[config.mk]
export PLATFORM = sky130hd
export DESIGN_NAME = cigar_alignment_expander_core
export DESIGN_NICKNAME = d
export VERILOG_FILES = /design/src/sv/cae_pkg.sv /design/src/sv/cigar_alignment_expander_core.sv
export SDC_FILE = /design/constraint.sdc
export NUM_CORES = 2
export LEC_CHECK = 0
export ABC_AREA = 1
export BUFFER_PORTS_ARGS = -buffer_cell sky130_fd_sc_hd__buf_4
export CORE_ASPECT_RATIO = 1.75
export CORE_MARGIN = 3
export CORE_UTILIZATION = 50
export DETAILED_ROUTE_END_ITERATION = 10
export PLACE_DENSITY = 0.66
export SYNTH_ARGS = -nofsm -noshare
export SYNTH_HDL_FRONTEND = slang
export SYNTH_SLANG_ARGS = --single-unit
[constraint.sdc]
create_clock -name clock -period 10.6 [get_ports clock]
set_input_delay 0.53 -clock clock [delete_from_list [all_inputs] [get_ports clock]]
set_output_delay 0.53 -clock clock [all_outputs]
set_load 0.03 [all_outputs]
[src/sv/cae_pkg.sv]
// ============================================================================
// cae_pkg - CIGAR alignment expander shared definitions
// Operation and element codes, table sizing, transaction structs and the
// sequencer state type.
// ============================================================================
package cae_pkg;

   // CIGAR table sizing
   localparam int MAX_ELEMENTS = 64;
   localparam int IDX_W        = (MAX_ELEMENTS > 1) ? $clog2(MAX_ELEMENTS) : 1;
   localparam int CNT_W        = $clog2(MAX_ELEMENTS + 1);

   // Field widths
   localparam int COL_W  = 32;
   localparam int LEN_W  = 28;
   localparam int KIND_W = 4;
   localparam int BASE_W = 4;

   // Request operation codes
   localparam logic [1:0] OP_START  = 2'd0;
   localparam logic [1:0] OP_APPEND = 2'd1;
   localparam logic [1:0] OP_BASE   = 2'd2;

   // SAM CIGAR element codes
   localparam logic [KIND_W-1:0] KIND_M  = 4'd0;
   localparam logic [KIND_W-1:0] KIND_I  = 4'd1;
   localparam logic [KIND_W-1:0] KIND_D  = 4'd2;
   localparam logic [KIND_W-1:0] KIND_N  = 4'd3;
   localparam logic [KIND_W-1:0] KIND_S  = 4'd4;
   localparam logic [KIND_W-1:0] KIND_EQ = 4'd7;
   localparam logic [KIND_W-1:0] KIND_X  = 4'd8;

   // Result status codes
   localparam logic STATUS_PLACED  = 1'b0;
   localparam logic STATUS_OVERRUN = 1'b1;

   typedef struct packed {
      logic [1:0]        operation;
      logic [30:0]       start_column;
      logic [KIND_W-1:0] element_kind;
      logic [LEN_W-1:0]  element_length;
      logic [BASE_W-1:0] base_nibble;
   } cae_req_type;

   typedef struct packed {
      logic [COL_W-1:0]  column;
      logic [BASE_W-1:0] out_base;
      logic              is_insertion;
      logic              insertion_last;
      logic              status;
   } cae_rsp_type;

   typedef enum logic {
      CAE_IDLE,
      CAE_WALK
   } cae_state_type;

endpackage

[src/sv/cigar_alignment_expander_core.sv]
// ============================================================================
// cigar_alignment_expander_core - CIGAR walk to reference columns
// Stores a read's CIGAR elements and assigns each read base a column.
// ============================================================================
// Usage:
//  - Request: a transaction is taken when start is high and busy is low.
//    req_item.operation selects start read, append CIGAR element or base.
//  - Start and append leave the sequencer idle; busy stays low and no result is made.
//  - A base transaction raises busy while the sequencer walks the CIGAR
//    table, one element per cycle through a single registered table read
//    port and one shared 32-bit column adder.
//  - For a base, the sequencer steps past every zero-length, D, N, H or P
//    element on the way and registers the result onto rsp_strobe; a new
//    base is taken only once the sequencer has returned to idle.
//  - Soft-clipped bases and bases past the end of the table behave as the
//    element walk dictates: S gives no result, overrun gives status 1.
//  - Results are shown for exactly one cycle with rsp_strobe high; the
//    receiver cannot stall, so every result is taken when it is shown.
//  - Reset (synchronous, active high) empties the table, zeroes the column
//    and returns the sequencer to idle. Table contents are not cleared.
// ============================================================================
module cigar_alignment_expander_core (
   input  logic                 clock,
   input  logic                 reset,
   input  logic                 start,
   output logic                 busy,
   input  cae_pkg::cae_req_type req_item,
   output logic                 rsp_strobe,
   output cae_pkg::cae_rsp_type rsp_item
);
   import cae_pkg::*;

   // CIGAR table: {kind, length} per element
   logic [KIND_W+LEN_W-1:0] table_mem [MAX_ELEMENTS];
   logic [KIND_W+LEN_W-1:0] rdata_ff;
   logic                    wr_en;
   logic [IDX_W-1:0]        rd_addr;

   cae_state_type    state_ff, state_in;
   logic [CNT_W-1:0] count_ff, count_in;
   logic [CNT_W-1:0] pointer_ff, pointer_in;
   logic [LEN_W-1:0] remain_ff, remain_in;
   logic [COL_W-1:0] column_ff, column_in;
   logic [BASE_W-1:0] base_ff, base_in;
   logic             rsp_strobe_ff, rsp_strobe_in;
   cae_rsp_type      rsp_item_ff, rsp_item_in;

   logic             accept;
   logic             overrun;
   logic             skip;
   logic [KIND_W-1:0] ent_kind;
   logic [LEN_W-1:0] ent_len;
   logic             is_place, is_ins, is_clip, is_gap;
   logic [LEN_W-1:0] eff_remain, new_remain;
   logic             done;
   logic [COL_W-1:0] col_step;

   assign accept   = start && (state_ff == CAE_IDLE);
   assign ent_kind = rdata_ff[KIND_W+LEN_W-1:LEN_W];
   assign ent_len  = rdata_ff[LEN_W-1:0];
   assign is_place = (ent_kind == KIND_M) || (ent_kind == KIND_EQ) || (ent_kind == KIND_X);
   assign is_ins   = (ent_kind == KIND_I);
   assign is_clip  = (ent_kind == KIND_S);
   assign is_gap   = (ent_kind == KIND_D) || (ent_kind == KIND_N);
   assign overrun  = (pointer_ff >= count_ff);
   // element not entered yet and consumes no base: step past it
   assign skip     = (remain_ff == '0) &&
                     ((ent_len == '0) || !(is_place || is_ins || is_clip));
   assign eff_remain = (remain_ff == '0) ? ent_len : remain_ff;
   assign new_remain = eff_remain - LEN_W'(1);
   assign done       = (new_remain == '0);
   assign rd_addr    = pointer_in[IDX_W-1:0];

   // Next state
   always_comb begin
      state_in = state_ff;
      unique case (state_ff)
         CAE_IDLE: begin
            if (accept && (req_item.operation == OP_BASE)) begin
               state_in = CAE_WALK;
            end
         end
         CAE_WALK: begin
            if (overrun || !skip) begin
               state_in = CAE_IDLE;
            end
         end
         default: state_in = CAE_IDLE;
      endcase
   end

   // Column step for the shared adder
   always_comb begin
      col_step = '0;
      if (state_ff == CAE_WALK && !overrun) begin
         if (skip) begin
            if (is_gap) begin
               col_step = COL_W'(ent_len);
            end
         end else if (is_place) begin
            col_step = COL_W'(1);
         end else if (is_ins && done) begin
            col_step = COL_W'(ent_len);
         end
      end
   end

   // Datapath and result updates
   always_comb begin
      count_in      = count_ff;
      pointer_in    = pointer_ff;
      remain_in     = remain_ff;
      column_in     = column_ff + col_step;
      base_in       = base_ff;
      wr_en         = 1'b0;
      rsp_strobe_in = 1'b0;
      rsp_item_in   = rsp_item_ff;
      unique case (state_ff)
         CAE_IDLE: begin
            if (accept) begin
               unique case (req_item.operation)
                  OP_START: begin
                     column_in  = {1'b0, req_item.start_column};
                     count_in   = '0;
                     pointer_in = '0;
                     remain_in  = '0;
                  end
                  OP_APPEND: begin
                     if (req_item.element_kind <= KIND_X &&
                         count_ff < CNT_W'(MAX_ELEMENTS)) begin
                        wr_en    = 1'b1;
                        count_in = count_ff + CNT_W'(1);
                     end
                  end
                  OP_BASE: begin
                     base_in = req_item.base_nibble;
                  end
                  default: ;
               endcase
            end
         end
         CAE_WALK: begin
            if (overrun) begin
               rsp_strobe_in              = 1'b1;
               rsp_item_in.column         = column_ff;
               rsp_item_in.out_base       = base_ff;
               rsp_item_in.is_insertion   = 1'b0;
               rsp_item_in.insertion_last = 1'b0;
               rsp_item_in.status         = STATUS_OVERRUN;
            end else if (skip) begin
               pointer_in = pointer_ff + CNT_W'(1);
            end else begin
               remain_in = new_remain;
               if (done) begin
                  pointer_in = pointer_ff + CNT_W'(1);
               end
               if (is_place || is_ins) begin
                  rsp_strobe_in              = 1'b1;
                  rsp_item_in.column         = column_ff;
                  rsp_item_in.out_base       = base_ff;
                  rsp_item_in.is_insertion   = is_ins;
                  rsp_item_in.insertion_last = is_ins && done;
                  rsp_item_in.status         = STATUS_PLACED;
               end
            end
         end
         default: ;
      endcase
   end

   // Table memory: one write port, one registered read port
   always_ff @(posedge clock) begin
      if (wr_en) begin
         table_mem[count_ff[IDX_W-1:0]] <= {req_item.element_kind, req_item.element_length};
      end
      rdata_ff <= table_mem[rd_addr];
   end

   // Control registers
   always_ff @(posedge clock) begin
      if (reset) begin
         state_ff      <= CAE_IDLE;
         count_ff      <= '0;
         pointer_ff    <= '0;
         remain_ff     <= '0;
         column_ff     <= '0;
         rsp_strobe_ff <= 1'b0;
      end else begin
         state_ff      <= state_in;
         count_ff      <= count_in;
         pointer_ff    <= pointer_in;
         remain_ff     <= remain_in;
         column_ff     <= column_in;
         rsp_strobe_ff <= rsp_strobe_in;
      end
   end

   // Payload registers
   always_ff @(posedge clock) begin
      base_ff     <= base_in;
      rsp_item_ff <= rsp_item_in;
   end

   assign busy       = (state_ff != CAE_IDLE);
   assign rsp_strobe = rsp_strobe_ff;
   assign rsp_item   = rsp_item_ff;

endmodule

==> flow_summary.toml <==
[logic_synthesis]
yosys-mux-area-fraction_pct = 0
ys_seq_area_share_pct = 70.4
synth_area_um2 = 92200
postSynthCellCount = 8307
ys_async_sr_fraction_pct = 0
ys_seq_elements = 2199
synth_ff_type = "edfxtp_1"
synth_xor_area_share_pct = 0.142
syn_nets = 8419
synth_top_area_share_pct = 68.1
ys_top_cells_by_count = "nand2_1 (2504), nand3_1 (2147), edfxtp_1 (2091), inv_1 (427), buf_2 (307)"
synth_area_leaders = "edfxtp_1 (68%), nand3_1 (12%), nand2_1 (10%)"
synth-compound-area-share_pct = 1.25
yosysWarnings = 0
yosysMostFrequentCell = "nand2_1"
synth_fa_ha_area_share_pct = 0.551
synth_top_area_cell = "edfxtp_1"
synth_edf_count = 2091
synth.avg_cell_area_um2 = 11.1
synth_top_family_by_area = "simple AND/OR/NAND/NOR gates"
synthSimpleGateAreaFrac_pct = 23.2
ys_types = 51

[cts]
clk_path_buf_depth = 4
cts_root_buf = "clkbuf_16"
cts_hold_buf = 28
numCtsBuffers = 196
post-cts-setup-buffers = 0
tritoncts = "done"
post_cts_resized = 0
htreeDepth = 4
cts_num_sinks = 2199
clk-insertion-delay-late_ps = 860
clk_pin_slew_worst_paths_ps = 70

[timing]
rsz0062_at_grt = "false"
slew_headroom_pct = 22.7
fmax_ghz = 0.113
tightest_slew_ps = 1160
finalHoldViolCount = 0
fin_crit_sh_pct = 83.6
holdWs_ps = 41.3
finalMaxSlewViolations = 0
worst_slack_ps = 1740
setup_tns_ps = 0
setup_viol = 0
fin_skew_ps = 66.4
period_needed_ps = 8860

[worst_setup_path]
required_ps = 11310
r2r_setup_slack_ps = 1740
rr_worst_depth = 42
critical-path-max-stage-delay_ps = 550
timing.rr.start = "remain_ff[14]$_SDFFE_PP0P_"
critPathKind = "flop to flop"
arrival_ps = 9570
reg2reg_to = "column_ff[30]$_SDFF_PP0_"
crit_path_end_kind = "flop"
worstSetupStartpointType = "flop"
path_max_fanout = 45
cp_slowest_cell = "nor2_8"

[power_and_ir_drop]
peakVddDrop_v = 0.000147
p_leak_nw = 37.4
switchingPower_mw = 3.37
p_clk_share_pct = 42.0
pwr-share-comb_pct = 1.6
switching_share_pct = 19.9
p_int_mw = 13.5
power_density_nw_per_um2 = 165
power_frac_seq_pct = 56.4

[route]
routed_wl_um = 275000
viasPerCell = 5.92
num_vias = 64300
firstDrtPassIters = 8
wl_per_cell_um = 25.3
drc = 0
ant_nets = 0
drt_iter0_drc = 6840

[place]
io_buffers = 112
dp_cells = 10500
dpl_worst_slack_ps = 1870
placed_cell_area_um2 = 95600
dp_hpwl_um = 157000
gp_congestion = 0.930

[floorplan]
dieArea_um2 = 190000
rows = 208
initial_utilization_pct = 50.3
coreArea_um2 = 183000
die_h_um = 574
top_level_ports = 113
die_width_um = 331

[global_routing]
grt_use_total_pct = 28.5
antenna_found_initial = 15
grt_max_degree = 171
grt_overflow = 0
grt_pass1_wl_um = 402000
grt_pass1_vias = 61700

[worst_hold_path]
whs_path_depth = 3
hp-start = "req_item[63]"
min_to = "column_ff[27]$_SDFF_PP0_"
min_path_type = "input pin to flop"

[final_layout]
layoutNonFillerInstCount = 10900
post-route-cell-area_um2 = 102000
area_delta_synth_final_pct = 10.7
drive_gt1_share_pct = 7.55
nNetsFinal = 8397

[flow_run]
max_cap_viol_count = 0

[status]
status = "complete, no violations"
[flip-flops by register name (all words and copies together) (netlist names), 4 cells and up]
register and count:
base_ff 4, column_ff 32, count_ff 7, table_mem 2048
rdata_ff 32, remain_ff 28, rsp_item 39, pointer_ff 7
[power groups by stage]
stage / Clock, mW / Sequential, mW / Combinational [mW]
detailed placement: 0 / 9.71 / 0.263
CTS: 7.16 / 9.52 / 0.273
finish: 7.10 / 9.52 / 0.274
floorplan: 0 / 9.72 / 0.0666
global route: 7.48 / 9.52 / 0.296
global placement: 0 / 9.71 / 0.257
[final cells by class]
cell class | count | area, um^2
well taps | 2415 | 3020
flip-flops and latches | 2199 | 65000
clock buffers | 241 | 5180
clock inverters | 108 | 1070
inverters | 436 | 1650
fillers | 15100 | 81400
multi-input cells | 5174 | 23800
repair buffers | 278 | 2430
diodes | 6 | 15.0
[cells in the final DEF (no fill, tap or decap), types with 20 or more instances in the layout]
cell type,instances
clkinv_2,29
buf_12,22
nand2_1,2503
ha_1,39
nand3_1,2146
dfxtp_1,108
dlygate4sd3_1,28
a21oi_1,88
bufinv_16,20
o21ai_0,36
nor2_4,67
clkinv_1,45
edfxtp_1,2091
clkbuf_1,38
nor2_1,139
clkbuf_16,199
inv_1,425
buf_4,228
[per-layer routing]
metal	vias to the layer above	part of all wire, %	GRT usage [%]	routed length (um)
met3	711	7.4	3.30	20300
met1	31600	36	35.0	99800
li1	28800	-	-	-
met5	-	0.0080	0	22
met4	4	5.1	13.2	14000
met2	3135	51	50.1	141000
[critical path: cells and delay by family (launching register included)]
| kind | cells | cell delay [ps] |
|---|---|---|
| simple gates | 20 | 3680 |
| buf+inv | 5 | 500 |
| fa+ha+maj | 3 | 920 |
| compound gates | 14 | 3280 |
| flops | 1 | 330 |
[per-stage QoR]
stage | util, % | power (mW)
global route | 55.7 | 17.3
CTS | 55.6 | 17.0
detailed placement | 52.1 | 9.98
global placement | 52.1 | 9.97
floorplan | - | 9.78
finish | 55.7 | 16.9
[how the worst max path moves through the flow]
stage,start,end
floorplan,pointer_ff[0]$_SDFF_PP0_,column_ff[30]$_SDFF_PP0_
CTS,remain_ff[14]$_SDFFE_PP0P_,column_ff[30]$_SDFF_PP0_
global placement,remain_ff[14]$_SDFFE_PP0P_,column_ff[30]$_SDFF_PP0_
detailed placement,remain_ff[14]$_SDFFE_PP0P_,column_ff[30]$_SDFF_PP0_
global route,remain_ff[14]$_SDFFE_PP0P_,column_ff[30]$_SDFF_PP0_
finish,remain_ff[14]$_SDFFE_PP0P_,column_ff[30]$_SDFF_PP0_
[cell families after synthesis]
group                      count (synthesis)
DFF                                     2199
xor gates and xnor gates                  15
AOI/OAI and AO/OA                        193
adders and majority gates                 40
and+or+nand+nor                         4926
buffers and inverters                    934
Power figures use the tool's default switching activity.
